[config.mk]
export PLATFORM = sky130hd
export DESIGN_NAME = tatc_log_cell
export DESIGN_NICKNAME = d
export VERILOG_FILES = /design/src/rtl/thermistor_adc_to_temperature_top_defines.svh /design/src/rtl/tatc_pkg.sv /design/src/rtl/tatc_log_cell.sv
export SDC_FILE = /design/constraint.sdc
export NUM_CORES = 2
export LEC_CHECK = 0
export ABC_AREA = 1
export ABC_CLOCK_PERIOD_IN_PS = 800
export BUFFER_PORTS_ARGS = -buffer_cell sky130_fd_sc_hd__buf_2
export CORE_UTILIZATION = 30
export DETAILED_ROUTE_END_ITERATION = 10
export PLACE_DENSITY = 0.54
export SLEW_MARGIN = 20
export SYNTH_ARGS = -nofsm -noshare
export SYNTH_HDL_FRONTEND = slang
export SYNTH_SLANG_ARGS = --single-unit
[constraint.sdc]
create_clock -name clk -period 0.8 [get_ports clk]
set_input_delay 0 -clock clk [delete_from_list [all_inputs] [get_ports clk]]
set_output_delay 0 -clock clk [all_outputs]
set_load 0.01 [all_outputs]
[src/rtl/thermistor_adc_to_temperature_top_defines.svh]
// assertion macros used by the thermistor converter rtl
`ifndef THERMISTOR_ADC_TO_TEMPERATURE_TOP_DEFINES_SVH
`define THERMISTOR_ADC_TO_TEMPERATURE_TOP_DEFINES_SVH

// consequent must hold in the same cycle as the antecedent
`define TATC_ASSERT_HOLDS(lbl, ante, cons, msg) \
    lbl: assert property (@(posedge clk) disable iff (!rst_n) (ante) |-> (cons)) \
        else $error(msg);

// consequent must hold in the cycle after the antecedent
`define TATC_ASSERT_NEXT(lbl, ante, cons, msg) \
    lbl: assert property (@(posedge clk) disable iff (!rst_n) (ante) |=> (cons)) \
        else $error(msg);

`endif

[src/rtl/tatc_pkg.sv]
// types and constants of the thermistor temperature converter
`timescale 1ns / 1ps

package tatc_pkg;

    // field and datapath widths
    localparam int BETA_W   = 14;
    localparam int TEMP_W   = 14;
    localparam int LG_N_W   = 16;
    localparam int LG_E_W   = 4;
    localparam int LG_M_W   = 31;
    localparam int LG_F_W   = 24;
    localparam int LG_STEPS = 24;
    localparam int LOG_W    = LG_E_W + LG_F_W;
    localparam int LN_W     = 28;
    localparam int DM_W     = 31;
    localparam int QUO_W    = 54;
    localparam int QC_W     = 41;
    localparam int BT_W     = 30;
    localparam int T_W      = 42;
    localparam int V_W      = 48;

    // ln 2 in q0.32
    localparam logic [31:0] LN2_Q32 = 32'd2977044472;

    // kelvin offsets in tenths, in q.16: 273.15 for celsius, 459.67 for fahrenheit
    localparam logic signed [V_W-1:0] KELVIN_C = 48'sd179011584;
    localparam logic signed [V_W-1:0] KELVIN_F = 48'sd301249331;

    // output limits and the degenerate-code results
    localparam logic signed [V_W-1:0]    OUT_MIN_V  = -48'sd5000;
    localparam logic signed [V_W-1:0]    OUT_MAX_V  = 48'sd6000;
    localparam logic signed [TEMP_W-1:0] TEMP_MIN   = -14'sd5000;
    localparam logic signed [TEMP_W-1:0] TEMP_MAX   = 14'sd6000;
    localparam logic signed [TEMP_W-1:0] TEMP_INV_C = -14'sd2731;
    localparam logic signed [TEMP_W-1:0] TEMP_INV_F = -14'sd4597;

    localparam logic [BETA_W-1:0] BETA_RESET = 14'd4275;

    // configuration register indexes
    typedef enum logic [0:0] {
        REG_USE_CELSIUS = 1'b0,
        REG_BETA_VALUE  = 1'b1
    } tatc_reg_t;

    // per-stage control
    typedef struct packed {
        logic valid;
        logic inv;
    } tatc_ctl_t;

    // one log2 lane: exponent, q1.30 mantissa, fraction bits so far
    typedef struct packed {
        logic [LG_E_W-1:0] e;
        logic [LG_M_W-1:0] m;
        logic [LG_F_W-1:0] frac;
    } tatc_lg_t;

    // divider state handed from cell to cell
    typedef struct packed {
        logic [DM_W-1:0]  rem;
        logic [QUO_W-1:0] quo;
        logic [DM_W-1:0]  dm;
        logic             dneg;
        logic             dz;
    } tatc_div_t;

endpackage

[src/rtl/tatc_log_cell.sv]
// one squaring step of the two log2 lanes
`timescale 1ns / 1ps

module tatc_log_cell
    import tatc_pkg::*;
(
    input  logic      clk,
    input  logic      rst_n,
    input  logic      en,
    input  tatc_ctl_t ctl_in,
    input  tatc_lg_t  a_in,
    input  tatc_lg_t  b_in,
    output tatc_ctl_t ctl_out,
    output tatc_lg_t  a_out,
    output tatc_lg_t  b_out
);

    tatc_ctl_t ctl_reg;
    tatc_lg_t  a_reg;
    tatc_lg_t  b_reg;
    tatc_lg_t  a_next;
    tatc_lg_t  b_next;

    // square the mantissa, renormalize, shift one fraction bit in
    function automatic tatc_lg_t lg_step(input tatc_lg_t x);
        logic [2*LG_M_W-1:0] sq;
        logic [LG_M_W:0]     s;
        tatc_lg_t            r;
        sq = (2*LG_M_W)'(x.m) * (2*LG_M_W)'(x.m);
        s  = sq[2*LG_M_W-1:LG_M_W-1];
        r  = x;
        if (s[LG_M_W])
        begin
            r.m    = s[LG_M_W:1];
            r.frac = {x.frac[LG_F_W-2:0], 1'b1};
        end
        else
        begin
            r.m    = s[LG_M_W-1:0];
            r.frac = {x.frac[LG_F_W-2:0], 1'b0};
        end
        return r;
    endfunction

    always_comb
    begin
        a_next = lg_step(a_in);
        b_next = lg_step(b_in);
    end

    // control
    always_ff @(posedge clk or negedge rst_n)
    begin
        if (!rst_n)
        begin
            ctl_reg <= '0;
        end
        else if (en)
        begin
            ctl_reg <= ctl_in;
        end
    end

    // lane data
    always_ff @(posedge clk)
    begin
        if (en)
        begin
            a_reg <= a_next;
            b_reg <= b_next;
        end
    end

    assign ctl_out = ctl_reg;
    assign a_out   = a_reg;
    assign b_out   = b_reg;

endmodule

* Word-level counts from Yosys, hierarchy flattened
Cells that the tools add are included.
** Storage, ports and cells
- Flip-flop bits (word level) :: 120
- Output and inout bits :: 120
- Input bits :: 123
- Word-level logic and storage cells :: 14
** Operators by class
- $mul :: 2
- Mux-type cells :: 2
** Operators with widths (number)
- multiplier 31 x 31 -> 62 bit :: 2
- two-way mux 54 bit :: 2

* Logic depth before layout (Yosys ltp)
- Word-level depth :: 2
- Gate-level depth with buffers :: 35

* Worst setup path before layout
No wires, ideal clock.
- Path kind :: input -> register
- From :: input b_in[49] (netlist bit)
- To :: register b_reg (netlist bit b_out[26]), data pin
- Stages on the path :: 29
- Arrival time :: 6.281 ns
- Path buffers :: 3
- Library setup time :: 0.252 ns
- Required time :: 0.548 ns
- Path slack :: -5.733 ns
- Cells stage by stage :: clkbuf_1 > clkbuf_1 > nand2_1 > fa_1 > fa_1 > inv_1 > fa_1 > inv_1 > fa_1 > inv_1 > fa_1 > fa_1 > fa_1 > inv_1 > fa_1 > inv_1 > ha_1 > nand2_1 > nor2_1 > nand2_1 > nor4_2 > nand2_1 > nand2_1 > nand2_2 > nand2_4 > inv_4 > buf_6 > nand2_2 > nand2_1
** RTL lines
- start, declared :: line tatc_log_cell.sv:12 : input tatc_lg_t b_in,
- end signal, assigned :: line tatc_log_cell.sv:70 : b_reg <= b_next;
- end, declared :: line tatc_log_cell.sv:20 : tatc_lg_t b_reg;

==> impl_metrics.yaml <==
outcome:
  status: "finished with violations"
  violations: "negative setup slack"
worst_setup_path:
  path_common_cell: "fa_1"
  required_ns: 1.02
  critPathKind: "in -> reg"
  crit_path_top_delay_cell: "fa_1"
  start_kind: "input pin"
  cp_max_fo: 8
  cp-end-kind: "flop"
  max_stage_delay_ns: 0.59
  arrival_ns: 6.41
yosys:
  synth-main-ff-cell: "edfxtp_1"
  syn_inst: 7776
  ys_async_sr_fraction: 0.0167
  ys_ff_latch: 120
  synthDistinctLibCells: 39
  syn_nets: 9927
  seq_area_frac_synth: 0.0576
  ys_warn_count: 0
  syn_area_mm2: 0.0624
  syn_avg_cell_area_um2: 8.03
  synth_edf_count: 118
drt:
  wl_met1_um: 81900
  vias: 50200
  vias_per_cell: 4.29
  drc_errors: 0
  dr_wl_met2_um: 87600
  ant_nets: 0
  highest_layer: "met5"
  met3_length_um: 7150
  routedWlPerCell_um: 15.4
  drt-initial-drc-count: 2584
  drt-pass1-iter-count: 5
  drt-total-wl_um: 181000
final_layout:
  final_common_cell: "inv_1"
  instances_no_fill: 11700
  syn_to_final_growth_pct: 29.5
  final_cell_mix: "inv_1, nand2_1, fa_1, buf_4, ha_1"
  drive_above_1_share: 0.236
  layout.nets: 11100
global_route:
  grt_pass1_vias: 55500
  grt-ovfl-total: 0
  grt_max_degree: 61
  antenna_found_initial: 8
  grtUsageTotal: 0.177
  grt_pass1_wl_um: 295000
sta:
  fin_ws_ns: -5.40
  finClkSkew_ns: 0
  relSlewSlack: 0.716
  period_minus_slack_ns: 6.20
  rsz0062_at_grt: "yes"
  maxSlewViolCount: 0
  finalHoldViolations: 0
  fmax_mhz: 161
  setup_viol: 185
  period_share: 7.75
  worst_slew_pin_slew_ns: 0.424
clocking:
  clkSinkCount: 120
  cts-root-buf: "clkbuf_16"
  cts_buffers: 17
  insertion_delay_ns: 0.47
  ctsHtreeMaxLevel: 4
  cts_tree: "yes"
  cts_buffer_depth: 2
  clkSlewWorstSetupHoldPaths_ns: 0.06
placed_design:
  post-place-cells: 11600
  hpwl_um: 161000
  gp_congestion: 0.917
  io_buffers: 240
flow_run:
  cap_violations: 0
floorplan:
  rows: 167
  ioPinCount: 243
  die_x_um: 458
  die_h_um: 458
  dieArea_mm2: 0.210
  initial_utilization: 0.302
  coreArea_mm2: 0.207
min_path:
  hold_class: "in -> reg"
[state kept, by name, indices dropped and copies added, names as in the netlist]
signal   cells
ctl_out      2
b_out       59
a_out       59
[cell families after synthesis]
group	count (synthesis)	share of synthesized area
buffers and inverters	2849	0.172
and+or+nand+nor	2522	0.158
adders and majority gates	2028	0.586
AOI/OAI and AO/OA	195	0.0173
DFF	120	0.0576
xor gates and xnor gates	60	0.00842
muxes	2	0.000361
[layer usage]
layer  vias to the layer above  GRT usage
met2                       948      0.307
met4                         2     0.0341
met3                       172     0.0134
met5                         -          0
met1                     24900      0.242
li1                      24100          -
[worst paths after layout]
| path | startpoint | to | slack [ns] | depth (start not counted) |
|---|---|---|---|---|
| min in group asynchronous | rst_n | ctl_out[1] | 0.43 | 3 |
| max reg2reg | ctl_out[0] | ctl_out[0] | -0.09 | 2 |
| min | en | b_out[3] | 0.007 | 2 |
| max in group asynchronous | rst_n | ctl_out[0] | 0.24 | 3 |
| max | b_in[36] | b_out[46] | -5.40 | 28 |
| min reg2reg | ctl_out[1] | ctl_out[1] | 0.53 | 1 |
[Yosys cell counts, drive strengths merged, types with 25 or more instances]
cell type,n,area [µm²]
nand2,2104,7940
edfxtp,118,3540
nor2,219,830
ha,534,6680
xor2,38,333
a21oi,122,614
nand3,134,676
inv,2647,9940
o21bai,25,188
o21ai,35,175
clkbuf,167,627
buf,35,194
fa,1494,29900
[final cells by class]
class                           instances  area (µm²)
Fill cell                           21000      126000
Multi-Input combinational cell       4807       51200
Timing Repair Buffer                 1401       12100
Inverter                             2647        9950
Sequential cell                       120        3590
Tap cell                             2704        3380
Clock buffer                           17         425
Clock inverter                         15         151
Antenna cell                            1        2.50
[timing repair]
action,in CTS,in global routing
resized for setup,433,635
hold endpoints to repair,77,0
setup buffers,23,33
pin swaps,98,301
setup endpoints to repair,184,184
hold buffers,58,0
gates cloned,9,9
[worst max-delay path, delay by kind of cell]
family / cells / cell delay [ns]
adder cells (fa/ha/maj): 9 / 4.26
buffers and inverters: 8 / 0.97
AND/OR/NAND/NOR: 11 / 1.16
[metrics by stage]
stage               cell area, µm²  utilization  setup WS, ns  hold slack [ns]  TNS (ns)
floorplan                    63200            -         -5.25           -0.296   -334.35
global placement             74900        0.362         -6.13           -0.215   -392.02
detailed placement           74900        0.362         -6.18           -0.213   -395.46
CTS                          78100        0.377         -5.34          -0.0150   -368.34
global route                 80800        0.391         -5.58          0.00661   -383.80
finish                       80800        0.391         -5.40          0.00708   -368.15
Power is not shown: default switching activity piles up to over one toggle a cycle in this logic, so the estimate is an artifact.
