--- src/rtl/thermistor_adc_to_temperature_top_defines.svh ---
// assertion macros used by the thermistor converter rtl
`ifndef THERMISTOR_ADC_TO_TEMPERATURE_TOP_DEFINES_SVH
`define THERMISTOR_ADC_TO_TEMPERATURE_TOP_DEFINES_SVH

// consequent must hold in the same cycle as the antecedent
`define TATC_ASSERT_HOLDS(lbl, ante, cons, msg) \
    lbl: assert property (@(posedge clk) disable iff (!rst_n) (ante) |-> (cons)) \
        else $error(msg);

// consequent must hold in the cycle after the antecedent
`define TATC_ASSERT_NEXT(lbl, ante, cons, msg) \
    lbl: assert property (@(posedge clk) disable iff (!rst_n) (ante) |=> (cons)) \
        else $error(msg);

`endif

--- src/rtl/tatc_pkg.sv ---
// types and constants of the thermistor temperature converter
`timescale 1ns / 1ps

package tatc_pkg;

    // field and datapath widths
    localparam int BETA_W   = 14;
    localparam int TEMP_W   = 14;
    localparam int LG_N_W   = 16;
    localparam int LG_E_W   = 4;
    localparam int LG_M_W   = 31;
    localparam int LG_F_W   = 24;
    localparam int LG_STEPS = 24;
    localparam int LOG_W    = LG_E_W + LG_F_W;
    localparam int LN_W     = 28;
    localparam int DM_W     = 31;
    localparam int QUO_W    = 54;
    localparam int QC_W     = 41;
    localparam int BT_W     = 30;
    localparam int T_W      = 42;
    localparam int V_W      = 48;

    // ln 2 in q0.32
    localparam logic [31:0] LN2_Q32 = 32'd2977044472;

    // kelvin offsets in tenths, in q.16: 273.15 for celsius, 459.67 for fahrenheit
    localparam logic signed [V_W-1:0] KELVIN_C = 48'sd179011584;
    localparam logic signed [V_W-1:0] KELVIN_F = 48'sd301249331;

    // output limits and the degenerate-code results
    localparam logic signed [V_W-1:0]    OUT_MIN_V  = -48'sd5000;
    localparam logic signed [V_W-1:0]    OUT_MAX_V  = 48'sd6000;
    localparam logic signed [TEMP_W-1:0] TEMP_MIN   = -14'sd5000;
    localparam logic signed [TEMP_W-1:0] TEMP_MAX   = 14'sd6000;
    localparam logic signed [TEMP_W-1:0] TEMP_INV_C = -14'sd2731;
    localparam logic signed [TEMP_W-1:0] TEMP_INV_F = -14'sd4597;

    localparam logic [BETA_W-1:0] BETA_RESET = 14'd4275;

    // configuration register indexes
    typedef enum logic [0:0] {
        REG_USE_CELSIUS = 1'b0,
        REG_BETA_VALUE  = 1'b1
    } tatc_reg_t;

    // per-stage control
    typedef struct packed {
        logic valid;
        logic inv;
    } tatc_ctl_t;

    // one log2 lane: exponent, q1.30 mantissa, fraction bits so far
    typedef struct packed {
        logic [LG_E_W-1:0] e;
        logic [LG_M_W-1:0] m;
        logic [LG_F_W-1:0] frac;
    } tatc_lg_t;

    // divider state handed from cell to cell
    typedef struct packed {
        logic [DM_W-1:0]  rem;
        logic [QUO_W-1:0] quo;
        logic [DM_W-1:0]  dm;
        logic             dneg;
        logic             dz;
    } tatc_div_t;

endpackage

--- src/rtl/tatc_div_cell.sv ---
// one restoring-division step, one quotient bit
`timescale 1ns / 1ps

module tatc_div_cell
    import tatc_pkg::*;
(
    input  logic      clk,
    input  logic      rst_n,
    input  logic      en,
    input  logic      dbit,
    input  tatc_ctl_t ctl_in,
    input  tatc_div_t d_in,
    output tatc_ctl_t ctl_out,
    output tatc_div_t d_out
);

    tatc_ctl_t   ctl_reg;
    tatc_div_t   d_reg;
    tatc_div_t   d_next;
    logic [DM_W:0] rem_sh;
    logic [DM_W:0] rem_sub;

    // shift in the next dividend bit, subtract when it fits
    always_comb
    begin
        rem_sh  = {d_in.rem, dbit};
        rem_sub = rem_sh - {1'b0, d_in.dm};
        d_next  = d_in;
        if (rem_sh >= {1'b0, d_in.dm})
        begin
            d_next.rem = rem_sub[DM_W-1:0];
            d_next.quo = {d_in.quo[QUO_W-2:0], 1'b1};
        end
        else
        begin
            d_next.rem = rem_sh[DM_W-1:0];
            d_next.quo = {d_in.quo[QUO_W-2:0], 1'b0};
        end
    end

    // control
    always_ff @(posedge clk or negedge rst_n)
    begin
        if (!rst_n)
        begin
            ctl_reg <= '0;
        end
        else if (en)
        begin
            ctl_reg <= ctl_in;
        end
    end

    // divider data
    always_ff @(posedge clk)
    begin
        if (en)
        begin
            d_reg <= d_next;
        end
    end

    assign ctl_out = ctl_reg;
    assign d_out   = d_reg;

endmodule

--- config.mk ---
export PLATFORM = sky130hd
export DESIGN_NAME = tatc_div_cell
export DESIGN_NICKNAME = d
export VERILOG_FILES = /design/src/rtl/thermistor_adc_to_temperature_top_defines.svh /design/src/rtl/tatc_pkg.sv /design/src/rtl/tatc_div_cell.sv
export SDC_FILE = /design/constraint.sdc
export NUM_CORES = 1
export LEC_CHECK = 0
export BUFFER_PORTS_ARGS = -buffer_cell sky130_fd_sc_hd__buf_2
export CAP_MARGIN = 20
export CORE_ASPECT_RATIO = 2
export CORE_MARGIN = 2
export CORE_UTILIZATION = 30
export DETAILED_ROUTE_END_ITERATION = 12
export GPL_ROUTABILITY_DRIVEN = 0
export PLACE_DENSITY = 0.52
export SLEW_MARGIN = 5
export SYNTH_ARGS = -nofsm -noshare
export SYNTH_HDL_FRONTEND = slang
export SYNTH_SLANG_ARGS = --single-unit
--- constraint.sdc ---
create_clock -name clk -period 0.85 [get_ports clk]
set_clock_uncertainty 0.2 [all_clocks]
set_input_delay 0.0425 -clock clk [delete_from_list [all_inputs] [get_ports clk]]
set_output_delay 0.0425 -clock clk [all_outputs]
set_load 0.05 [all_outputs]
### Yosys cells after proc, flatten, opt, wreduce, memory -nomap -nowiden

Index checks and enable logic that the tools add are counted.

* add/sub/neg operators: 1
* $mul: 0
* divide/modulo/power cells: 0
* $lt $le $gt $ge: 1
* equal/unequal tests: 0
* shift-type cells: 0
* mux-type cells: 1
* bitwise operators: 0
* reduce and logical (&&, ||, !) cells: 0

Operators by type and width (count)
* 85-bit 2-to-1 mux: 1
* 32-bit by 31-bit greater-or-equal comparator with 1-bit output: 1
* 31-bit subtractor: 1

* register bits: 120
* bits in latches: 0
* memory bits (writable): 0
* ROM bits: 0
* input port bits: 124
* output and inout bits: 120
* word-level logic and storage cells: 10
* memories kept: 0

### Logic depth before layout (Yosys ltp)

* depth after elaboration: 2
* gate-level depth with buffers: 12
* gate-level depth less buffers: 11

### Least setup slack after synthesis

Ideal clock, no wire load.

* path kind: input -> register
* start point: in d_in[7] in the netlist's numbering
* end point: reg d_reg, in the netlist d_out[106] (data pin)
* library setup time: 260 ps
* arrival: 2126 ps
* data required time: 390 ps
* setup slack: -1736 ps
* cell stages on the path: 10
* path buffers: 1
* cells stage by stage: inv_1 -> ha_1 -> a21o_1 -> or3_1 -> o21a_2 -> a31o_4 -> o21ai_4 -> nand3_4 -> buf_6 -> mux2_4

RTL lines
* start, declared: RTL line tatc_div_cell.sv:12 `input tatc_div_t d_in,`
* end signal, assigned: RTL line tatc_div_cell.sv:59 `d_reg <= d_next;`
* end, declared: RTL line tatc_div_cell.sv:18 `tatc_div_t d_reg;`

==> impl_metrics.yaml <==
status:
  outcome: "complete, but fails checks"
  violations: "hold timing, setup timing"
sta:
  rsz0062_at_grt: "yes"
  period_minus_slack_ps: 2240
  fin_crit_sh: 2.64
  hold_viol: 93
  setup-violations-final: 154
  tightest_slew_ps: 419
  timing.hold.ws_ps: -354
  slew_headroom: 0.721
  fmax_ghz: 0.446
  report.final.slew_viol_count: 0
  worst_slack_ps: -1390
floorplan:
  die_area_um2: 20500
  fp-row-count: 72
  die_y_um: 201
  core_um2: 19200
  die_w_um: 102
  start_util: 0.302
  io_pins: 244
critical_path:
  setup.worst_path.class: "input pin to register"
  endpoint_kind: "register"
  critical_path.cell_chain: "buf_8 > ha_4 > a21o_1 > or3_1 > o21a_4 > a31o_4 > o21ai_4 > nand3_4 > buf_12 > buf_16 > o2111ai_2 > nand4_1"
  crit_path_max_fanout: 6
  rr_startpoint: "ctl_out[1]$_DFFE_PN0P_"
  startpoint_type: "input pin"
  critPathMaxStageDelay_ps: 320
  startpoint: "d_in[91]"
  cp_slowest_cell: "or3_1"
  arrival_ps: 2170
  crit_required_ps: 780
power:
  power-per-cell-area_nw_per_um2: 1990
  vdd_drop_max_mv: 1.17
  p_total_w: 0.0226
  power.leakage_nw: 5.01
synthesis:
  ys_dominant_reg_cell: "edfxtp_1"
  yosysTopAreaCell: "edfxtp_1"
  seq_area_frac_synth: 0.620
  ys_async_sr_fraction: 0.0167
  yosys.area.top_type_share: 0.611
  synthesis.nets: 612
  synth_area_leaders: "edfxtp_1 (61%), ha_1 (6.7%), a21oi_1 (4.5%), inv_1 (2.7%), nor2_1 (2.5%)"
  syn_area_per_cell_um2: 12.7
  netlist_instances: 456
  synth.distinct_cells: 56
  synth-seq-cells: 120
  synth_edf_count: 118
  synthesis.area_um2: 5800
  ys_warn_count: 0
cts:
  tritoncts: "built"
  cts_num_sinks: 120
  cts_buffers: 17
  path_clk_slew_ps: 60
  cts_max_path_buffers: 2
  h-tree-depth: 4
  clkLatencyLatePin_ps: 410
  cts-root-buf: "clkbuf_16"
global_route:
  grt_use_total: 0.193
  antenna_found_initial: 0
  grt_pass1_wl_mm: 29.9
  grt_pass1_vias: 6029
  grt_max_degree: 40
  overflow: 0
routing:
  vias_per_cell: 4.63
  drt-pass1-iter-count: 5
  routed_wl_mm: 20.0
  via_count: 5590
  wl_per_cell_um: 16.6
  drt_iter0_drc: 212
  drc_errors: 0
  postRouteAntennaNets: 0
placed_design:
  placed_area_um2: 8560
  io_buffers: 242
  dpl.hpwl_mm: 13.9
final_layout:
  design_area_um2: 11400
  diodes: 0
  nets: 1092
  area_delta_synth_final_pct: 95.9
  final_cell_mix: "buf_4 (127), edfxtp_1 (118), buf_6 (117)"
  drive_above_1_share: 0.533
  mostFrequentLayoutCell: "buf_4"
hold_path:
  hold_class: "input pin to register"
  hold_start: "d_in[2]"
run:
  drv_cap: 0
[stage by stage]
stage / util / TNS, ps / hold slack [ps] / worst slack, ps / cells
2_1_floorplan: - / -46800 / -453 / -1580 / 456
4_1_cts: 0.582 / -85160 / -369 / -1330 / 1203
5_1_grt: 0.592 / -90820 / -372 / -1460 / 1208
3_3_place_gp: 0.446 / -72850 / -373 / -1840 / 1067
6_report: 0.592 / -84790 / -354 / -1390 / 1208
3_5_place_dp: 0.446 / -74150 / -368 / -1920 / 1067
[power breakdown]
part	internal [W]	switching (W)	leakage [nW]
Clock	0.00472	0.00276	0.298
Sequential	0.00724	0.000332	1.18
Combinational	0.00346	0.00411	3.54
[synth_stat cells, types with 5 or more instances]
| master | instances |
|---|---|
| nand4_1 | 11 |
| nor2_1 | 38 |
| nand3_1 | 8 |
| buf_2 | 5 |
| a21oi_1 | 52 |
| edfxtp_1 | 118 |
| o21ai_0 | 16 |
| inv_1 | 41 |
| xor2_1 | 10 |
| a21o_1 | 12 |
| ha_1 | 31 |
| nand2_1 | 17 |
| xnor2_1 | 16 |
[layout make-up]
type / count / area (µm²)
Timing Repair Buffer: 474 / 4270
Inverter: 41 / 164
Fill cell: 1539 / 7830
Sequential cell: 120 / 3600
Clock inverter: 13 / 169
Multi-Input combinational cell: 282 / 2400
Clock buffer: 19 / 443
Tap cell: 259 / 324
[what timing repair did]
action / CTS / global route
setup endpoints to repair: 154 / 156
buffers inserted: 13 / 5
cloned: 3 / 0
pin swaps: 18 / 16
endpoints found under the hold margin: 199 / 109
gates resized for setup: 277 / 36
hold buffers: 88 / 1
[final timing paths]
| path | end | slack [ps] | cells past startpoint |
|---|---|---|---|
| setup / recovery | d_out[116]$_DFFE_PP_ | -1390 | 12 |
| hold / removal | d_out[2]$_DFFE_PP_ | -350 | 1 |
| setup reg to reg | ctl_out[1]$_DFFE_PN0P_ | -260 | 2 |
| hold reg to reg | ctl_out[0]$_DFFE_PN0P_ | 330 | 1 |
| max in group asynchronous | ctl_out[0]$_DFFE_PN0P_ | 40 | 3 |
| min in group asynchronous | ctl_out[1]$_DFFE_PN0P_ | 310 | 3 |
[per-layer routing]
layer | vias to the layer above | global-route usage | routed length (µm)
met1 | 2661 | 0.169 | 6430
met4 | 0 | 0.0705 | 534
met3 | 44 | 0.0418 | 986
met5 | - | 0 | 0
li1 | 2662 | - | -
met2 | 223 | 0.398 | 12100
[critical path: cells and delay by family]
family	cells	cell delay, ps
buffers and inverters	3	390
adders and majority gates	1	230
AOI/OAI and AO/OA	5	880
and+or+nand+nor	3	610
[kinds of logic after synthesis]
kind of cell / after synthesis / share of synthesized area
flops: 120 / 0.620
compound gates: 117 / 0.131
simple gates: 101 / 0.0859
buf+inv: 54 / 0.0399
fa+ha+maj: 32 / 0.0703
xor+xnor: 26 / 0.0393
mux: 6 / 0.0136
[registers in the layout, indices dropped and copies added (netlist names)]
| signal | cells |
|---|---|
| d_out | 118 |
| ctl_out | 2 |
Power figures use the tool's default switching activity.
