$ cat src/rtl/thermistor_adc_to_temperature_top_defines.svh
// assertion macros used by the thermistor converter rtl
`ifndef THERMISTOR_ADC_TO_TEMPERATURE_TOP_DEFINES_SVH
`define THERMISTOR_ADC_TO_TEMPERATURE_TOP_DEFINES_SVH

// consequent must hold in the same cycle as the antecedent
`define TATC_ASSERT_HOLDS(lbl, ante, cons, msg) \
    lbl: assert property (@(posedge clk) disable iff (!rst_n) (ante) |-> (cons)) \
        else $error(msg);

// consequent must hold in the cycle after the antecedent
`define TATC_ASSERT_NEXT(lbl, ante, cons, msg) \
    lbl: assert property (@(posedge clk) disable iff (!rst_n) (ante) |=> (cons)) \
        else $error(msg);

`endif

$ cat src/rtl/tatc_pkg.sv
// types and constants of the thermistor temperature converter
`timescale 1ns / 1ps

package tatc_pkg;

    // field and datapath widths
    localparam int BETA_W   = 14;
    localparam int TEMP_W   = 14;
    localparam int LG_N_W   = 16;
    localparam int LG_E_W   = 4;
    localparam int LG_M_W   = 31;
    localparam int LG_F_W   = 24;
    localparam int LG_STEPS = 24;
    localparam int LOG_W    = LG_E_W + LG_F_W;
    localparam int LN_W     = 28;
    localparam int DM_W     = 31;
    localparam int QUO_W    = 54;
    localparam int QC_W     = 41;
    localparam int BT_W     = 30;
    localparam int T_W      = 42;
    localparam int V_W      = 48;

    // ln 2 in q0.32
    localparam logic [31:0] LN2_Q32 = 32'd2977044472;

    // kelvin offsets in tenths, in q.16: 273.15 for celsius, 459.67 for fahrenheit
    localparam logic signed [V_W-1:0] KELVIN_C = 48'sd179011584;
    localparam logic signed [V_W-1:0] KELVIN_F = 48'sd301249331;

    // output limits and the degenerate-code results
    localparam logic signed [V_W-1:0]    OUT_MIN_V  = -48'sd5000;
    localparam logic signed [V_W-1:0]    OUT_MAX_V  = 48'sd6000;
    localparam logic signed [TEMP_W-1:0] TEMP_MIN   = -14'sd5000;
    localparam logic signed [TEMP_W-1:0] TEMP_MAX   = 14'sd6000;
    localparam logic signed [TEMP_W-1:0] TEMP_INV_C = -14'sd2731;
    localparam logic signed [TEMP_W-1:0] TEMP_INV_F = -14'sd4597;

    localparam logic [BETA_W-1:0] BETA_RESET = 14'd4275;

    // configuration register indexes
    typedef enum logic [0:0] {
        REG_USE_CELSIUS = 1'b0,
        REG_BETA_VALUE  = 1'b1
    } tatc_reg_t;

    // per-stage control
    typedef struct packed {
        logic valid;
        logic inv;
    } tatc_ctl_t;

    // one log2 lane: exponent, q1.30 mantissa, fraction bits so far
    typedef struct packed {
        logic [LG_E_W-1:0] e;
        logic [LG_M_W-1:0] m;
        logic [LG_F_W-1:0] frac;
    } tatc_lg_t;

    // divider state handed from cell to cell
    typedef struct packed {
        logic [DM_W-1:0]  rem;
        logic [QUO_W-1:0] quo;
        logic [DM_W-1:0]  dm;
        logic             dneg;
        logic             dz;
    } tatc_div_t;

endpackage

$ cat src/rtl/tatc_beta_recip.sv
// beta / 298.15 in q6.24, rounded, from the beta register
`timescale 1ns / 1ps

module tatc_beta_recip
    import tatc_pkg::*;
(
    input  logic              clk,
    input  logic [BETA_W-1:0] beta,
    output logic [BT_W-1:0]   bt
);

    // 20 * 2^24 = 5963 * 56271 + 347, quotient by 5963 via 2^32 reciprocal
    localparam logic [16:0] Q_HI  = 17'd56271;
    localparam logic [8:0]  R_LO  = 9'd347;
    localparam logic [11:0] HALF  = 12'd2981;
    localparam logic [12:0] DIV   = 13'd5963;
    localparam logic [19:0] RECIP = 20'd720269;

    logic [BT_W-1:0] p1_reg;
    logic [22:0]     y_reg;
    logic [BT_W-1:0] p1b_reg;
    logic [22:0]     yb_reg;
    logic [9:0]      qe_reg;
    logic [BT_W-1:0] bt_reg;
    logic [42:0]     yq;
    logic [23:0]     qd;
    logic [23:0]     r;
    logic [BT_W-1:0] bt_next;

    assign yq = 43'(yb_reg) * 43'(RECIP);
    assign qd = 24'(qe_reg) * 24'(DIV);
    assign r  = 24'(y_reg) - qd;

    // correct the estimate by one step
    always_comb
    begin
        bt_next = p1_reg + BT_W'(qe_reg);
        if (r >= 24'(DIV))
        begin
            bt_next = bt_next + BT_W'(1);
        end
    end

    // three registered steps
    always_ff @(posedge clk)
    begin
        p1b_reg <= BT_W'(beta) * BT_W'(Q_HI);
        yb_reg  <= 23'(beta) * 23'(R_LO) + 23'(HALF);
        p1_reg  <= p1b_reg;
        y_reg   <= yb_reg;
        qe_reg  <= yq[41:32];
        bt_reg  <= bt_next;
    end

    assign bt = bt_reg;

endmodule

$ cat config.mk
export PLATFORM = sky130hd
export DESIGN_NAME = tatc_beta_recip
export DESIGN_NICKNAME = d
export VERILOG_FILES = /design/src/rtl/thermistor_adc_to_temperature_top_defines.svh /design/src/rtl/tatc_pkg.sv /design/src/rtl/tatc_beta_recip.sv
export SDC_FILE = /design/constraint.sdc
export NUM_CORES = 1
export LEC_CHECK = 0
export BUFFER_PORTS_ARGS = -buffer_cell sky130_fd_sc_hd__buf_2
export CORE_MARGIN = 2
export CORE_UTILIZATION = 34
export CTS_BUF_LIST = sky130_fd_sc_hd__clkbuf_4 sky130_fd_sc_hd__clkbuf_8 sky130_fd_sc_hd__clkbuf_16
export DETAILED_ROUTE_END_ITERATION = 7
export GPL_ROUTABILITY_DRIVEN = 0
export MAX_ROUTING_LAYER = met4
export PLACE_DENSITY = 0.57
export SLEW_MARGIN = 40
export SYNTH_ARGS = -nofsm -noshare
export SYNTH_HDL_FRONTEND = slang
export SYNTH_SLANG_ARGS = --single-unit
$ cat constraint.sdc
create_clock -name clk -period 7.5 [get_ports clk]
set_clock_uncertainty 0.15 [all_clocks]
set_input_delay 0.375 -clock clk [delete_from_list [all_inputs] [get_ports clk]]
set_output_delay 0.375 -clock clk [all_outputs]
set_load 0.02 [all_outputs]
======== Word-level counts from Yosys, hierarchy flattened ========
Cells that the tools add are included.
storage, ports and cells
  register bits after elaboration ......... 146
  input port bits ......................... 15
  output and inout bits ................... 30
  word-level logic and storage cells ...... 16
cells by class
  $add $sub $neg .......................... 4
  multiply operators ...................... 4
  order comparisons ....................... 1
  multiplexer cells ....................... 1
operator list
  operator                                                             count
  multiplier 23 x 20 -> 42 bit, second input constant                  1
  adder 30 x 1 -> 30 bit, second input constant                        1
  adder 30 x 10 -> 30 bit                                              1
  multiplier 14 x 16 -> 30 bit, second input constant                  1
  two-way mux 30 bit                                                   1
  greater-or-equal comparator 24 x 13 -> 1 bit, second input constant  1
  subtractor 23 x 23 -> 24 bit                                         1
  adder 23 x 12 -> 23 bit, second input constant                       1
  multiplier 10 x 13 -> 23 bit, second input constant                  1
  multiplier 14 x 9 -> 23 bit, second input constant                   1

======== Depth between registers and ports, before layout ========
  word-level depth ........................ 4
  gate-level depth with buffers ........... 25

======== Worst setup path before layout ========
OpenSTA, ideal clock, no wires.
  path type ............................... flip-flop to flip-flop
  start point ............................. reg yb_reg[10]
  end point ............................... reg qe_reg[9]
  library setup time ...................... 0.072 ns
  arrival ................................. 6.548 ns
  data required time ...................... 7.278 ns
  setup slack ............................. 0.729 ns
  cell stages (with the launch flop) ...... 21
  period minus slack after synthesis ...... 6.771 ns
  cells stage by stage .................... dfxtp_1 -> fa_1 -> fa_1 -> fa_1 -> fa_1 -> fa_1 -> fa_1 -> inv_1 -> fa_1 -> inv_1 -> ha_1 -> a21o_1 -> a221o_1 -> a21o_1 -> a221o_1 -> a41o_1 -> a221o_1 -> a31o_2 -> a21o_1 -> a21oi_1 -> xnor2_1
on the way
  cells in the longest elaborated chain, start to end .. 1
RTL lines
  element                       line                   RTL
  start, declared               tatc_beta_recip.sv:22  logic [22:0] yb_reg;
  start signal, assigned        tatc_beta_recip.sv:48  yb_reg <= 23'(beta) * 23'(R_LO) + 23'(HALF);
  multiplier 23 x 20 -> 42 bit  tatc_beta_recip.sv:30  assign yq = 43'(yb_reg) * 43'(RECIP);
  net yq[41]                    tatc_beta_recip.sv:25  logic [42:0] yq;
  end signal, assigned          tatc_beta_recip.sv:51  qe_reg <= yq[41:32];
  end, declared                 tatc_beta_recip.sv:23  logic [9:0] qe_reg;
The timed path passes the listed nets, and every way through them passes these cells.

======== Worst setup path in the final report ========
Ends and elaborated chain as after synthesis.

==> flow_summary.json <==
{
  "rsz0062_at_grt": "false",
  "path_clk_slew_ns": 0.07,
  "die_h_um": 270,
  "worstPathArrival_ns": 7.40,
  "synth_edf_count": 0,
  "clockRootBuffer": "clkbuf_16",
  "grt_max_degree": 17,
  "critPathLaunchType": "register",
  "gr-total-overflow": 0,
  "seq_area_frac_synth_pct": 12.1,
  "drive_gt1_share_pct": 5.05,
  "ys_top_cells_by_area": "fa_1 (35%), ha_1 (24%), dfxtp_1 (12%)",
  "antenna_found_initial": 2,
  "async_flop_share_pct": 0,
  "end_kind": "register",
  "die_w_um": 270,
  "cts_resized": 0,
  "reg2reg_from": "yb_reg[10]",
  "fmax_mhz": 139,
  "area_growth_pct": 8.74,
  "hp-start": "p1b_reg[5]",
  "status": "finished, final reports clean",
  "crit_fanout": 6,
  "drc": 0,
  "port_buffers": 44,
  "slew-limit-headroom_pct": 43.0,
  "fin_crit_sh_pct": 95.7,
  "grt_pass1_wl_um": 91800,
  "ios": 45,
  "worstSetupPathType": "register to register",
  "whs_endpoint": "p1_reg[5]",
  "required_ns": 7.72,
  "firstDrtPassIters": 5,
  "rows": 97,
  "hpwl_um": 49400,
  "setup-violations-final": 0,
  "slew_violations": 0,
  "hold_path_class": "register to register",
  "top_layer_used": "met4",
  "cts_tree": "yes",
  "numCtsBuffers": 17,
  "hold_buffers": 0,
  "regToRegSetupSlack_ns": 0.32,
  "synthTopCellsByCount": "inv_1 (674), ha_1 (468), fa_1 (417)",
  "vias": 16000,
  "netlist_area_um2": 24100,
  "met2_wirelength_um": 26200,
  "first_global_vias": 17600,
  "wl_met3_um": 1690,
  "drtIter0Drc": 880,
  "yosysTopAreaCell": "fa_1",
  "cts.sinks": 146,
  "crit_path_start": "yb_reg[10]",
  "worstMarginPinSlew_ns": 0.849,
  "nets": 3363,
  "synth_top_area_share_pct": 34.6,
  "grt_usage_pct": 16.2,
  "r2r_end": "qe_reg[9]",
  "whs_path_depth": 0,
  "synth_nets": 3290,
  "final-hold-violation-count": 0,
  "m1WireLength_um": 26000,
  "postSynthAreaPerCell_um2": 10.1,
  "clk-insertion-delay-late_ns": 0.44,
  "r2r_cells": 23,
  "postRouteWirelength_um": 55000,
  "wl_per_cell_um": 16.1,
  "fin_crit_ns": 7.18,
  "cts_buffer_depth": 2,
  "ys_warn_count": 0,
  "core_area_um2": 70100,
  "ys_types": 76,
  "synth.most_common_cell": "inv_1",
  "vias_per_cell": 4.69,
  "start_util_pct": 34.4,
  "ys_seq_elements": 146,
  "post_cts_buffers": 0,
  "drv_cap": 0,
  "fin_tns_setup_ns": 0,
  "htreeDepth": 4,
  "dieArea_um2": 73100,
  "yosys_most_used_dff": "dfxtp_1",
  "detail-route-antenna-nets": 0,
  "syn_inst": 2390
}
[layout make-up]
type / count / area, µm²
fillers: 7095 / 43900
well taps: 940 / 1180
repair buffers: 61 / 348
inverters: 674 / 2530
flip-flops and latches: 146 / 2920
clock inverters: 12 / 159
clock buffers: 20 / 448
diodes: 2 / 5.00
multi-input cells: 1563 / 18600
[routing by layer]
layer	global-route usage, %	vias up
li1	-	7693
met1	21.4	7995
met2	26.5	286
met3	1.72	67
met4	4.14	0
met5	-	-
[cell usage in the layout (no fill, tap or decap), types with 33 or more instances in the layout]
cell type  count
a21o_1        35
a21oi_1       72
buf_2         44
dfxtp_1      145
fa_1         417
ha_1         468
inv_1        674
nand2_1       61
nor2_1        68
o21ai_0       33
xnor2_1       75
xor2_1        38
[per-stage QoR]
| stage | setup slack, ns | util (%) | hold slack [ns] | cell area (µm²) | cells |
|---|---|---|---|---|---|
| 6_report | 0.323 | 37.4 | 0.173 | 26200 | 3418 |
| 3_5_place_dp | 0.235 | 36.5 | 0.162 | 25600 | 3384 |
| 3_3_place_gp | 0.339 | 36.5 | 0.160 | 25600 | 3384 |
| 2_1_floorplan | 0.729 | - | 0.160 | 24100 | 2390 |
| 5_1_grt | 0.0753 | 37.4 | 0.179 | 26200 | 3418 |
| 4_1_cts | 0.194 | 37.4 | 0.171 | 26200 | 3416 |
[how the worst max path moves through the flow]
stage | end | slack [ns] | depth (start not counted)
final | qe_reg[9] | 0.32 | 23
after global routing | qe_reg[9] | 0.08 | 23
after CTS | qe_reg[9] | 0.19 | 22
after detailed placement | qe_reg[9] | 0.24 | 22
after global placement | qe_reg[9] | 0.34 | 22
after floorplan | qe_reg[9] | 0.73 | 20
[logic make-up (layout without fill, tap and decap cells)]
group,count (synthesis),count (layout),share of synthesized area (%)
simple gates,270,270,5.61
flops,146,146,12.1
other cells,0,2,0
compound gates,287,287,8.33
xor+xnor,113,113,4.10
fa+ha+maj,885,885,58.9
buf+inv,681,767,10.6
mux,8,8,0.348
[worst max-delay path, cell delays in order (launching register included)]
cell and delay [ns]:
dfxtp_1 0.50, buf_4 0.25, ha_1 0.22, inv_1 0.07
fa_1 0.48, fa_1 0.53, inv_1 0.07, fa_1 0.57
fa_1 0.44, fa_1 0.50, inv_1 0.05, fa_1 0.47
inv_1 0.04, ha_1 0.29, a21o_1 0.20, a221o_1 0.33
a21o_1 0.18, a221o_1 0.33, a41o_1 0.26, a221o_1 0.39
a31o_2 0.28, a21o_1 0.20, a21oi_1 0.18, xnor2_1 0.13
Power is left out: the tool's default activity adds up to more than one toggle a clock period on the data nets, which glitch-free logic cannot reach.
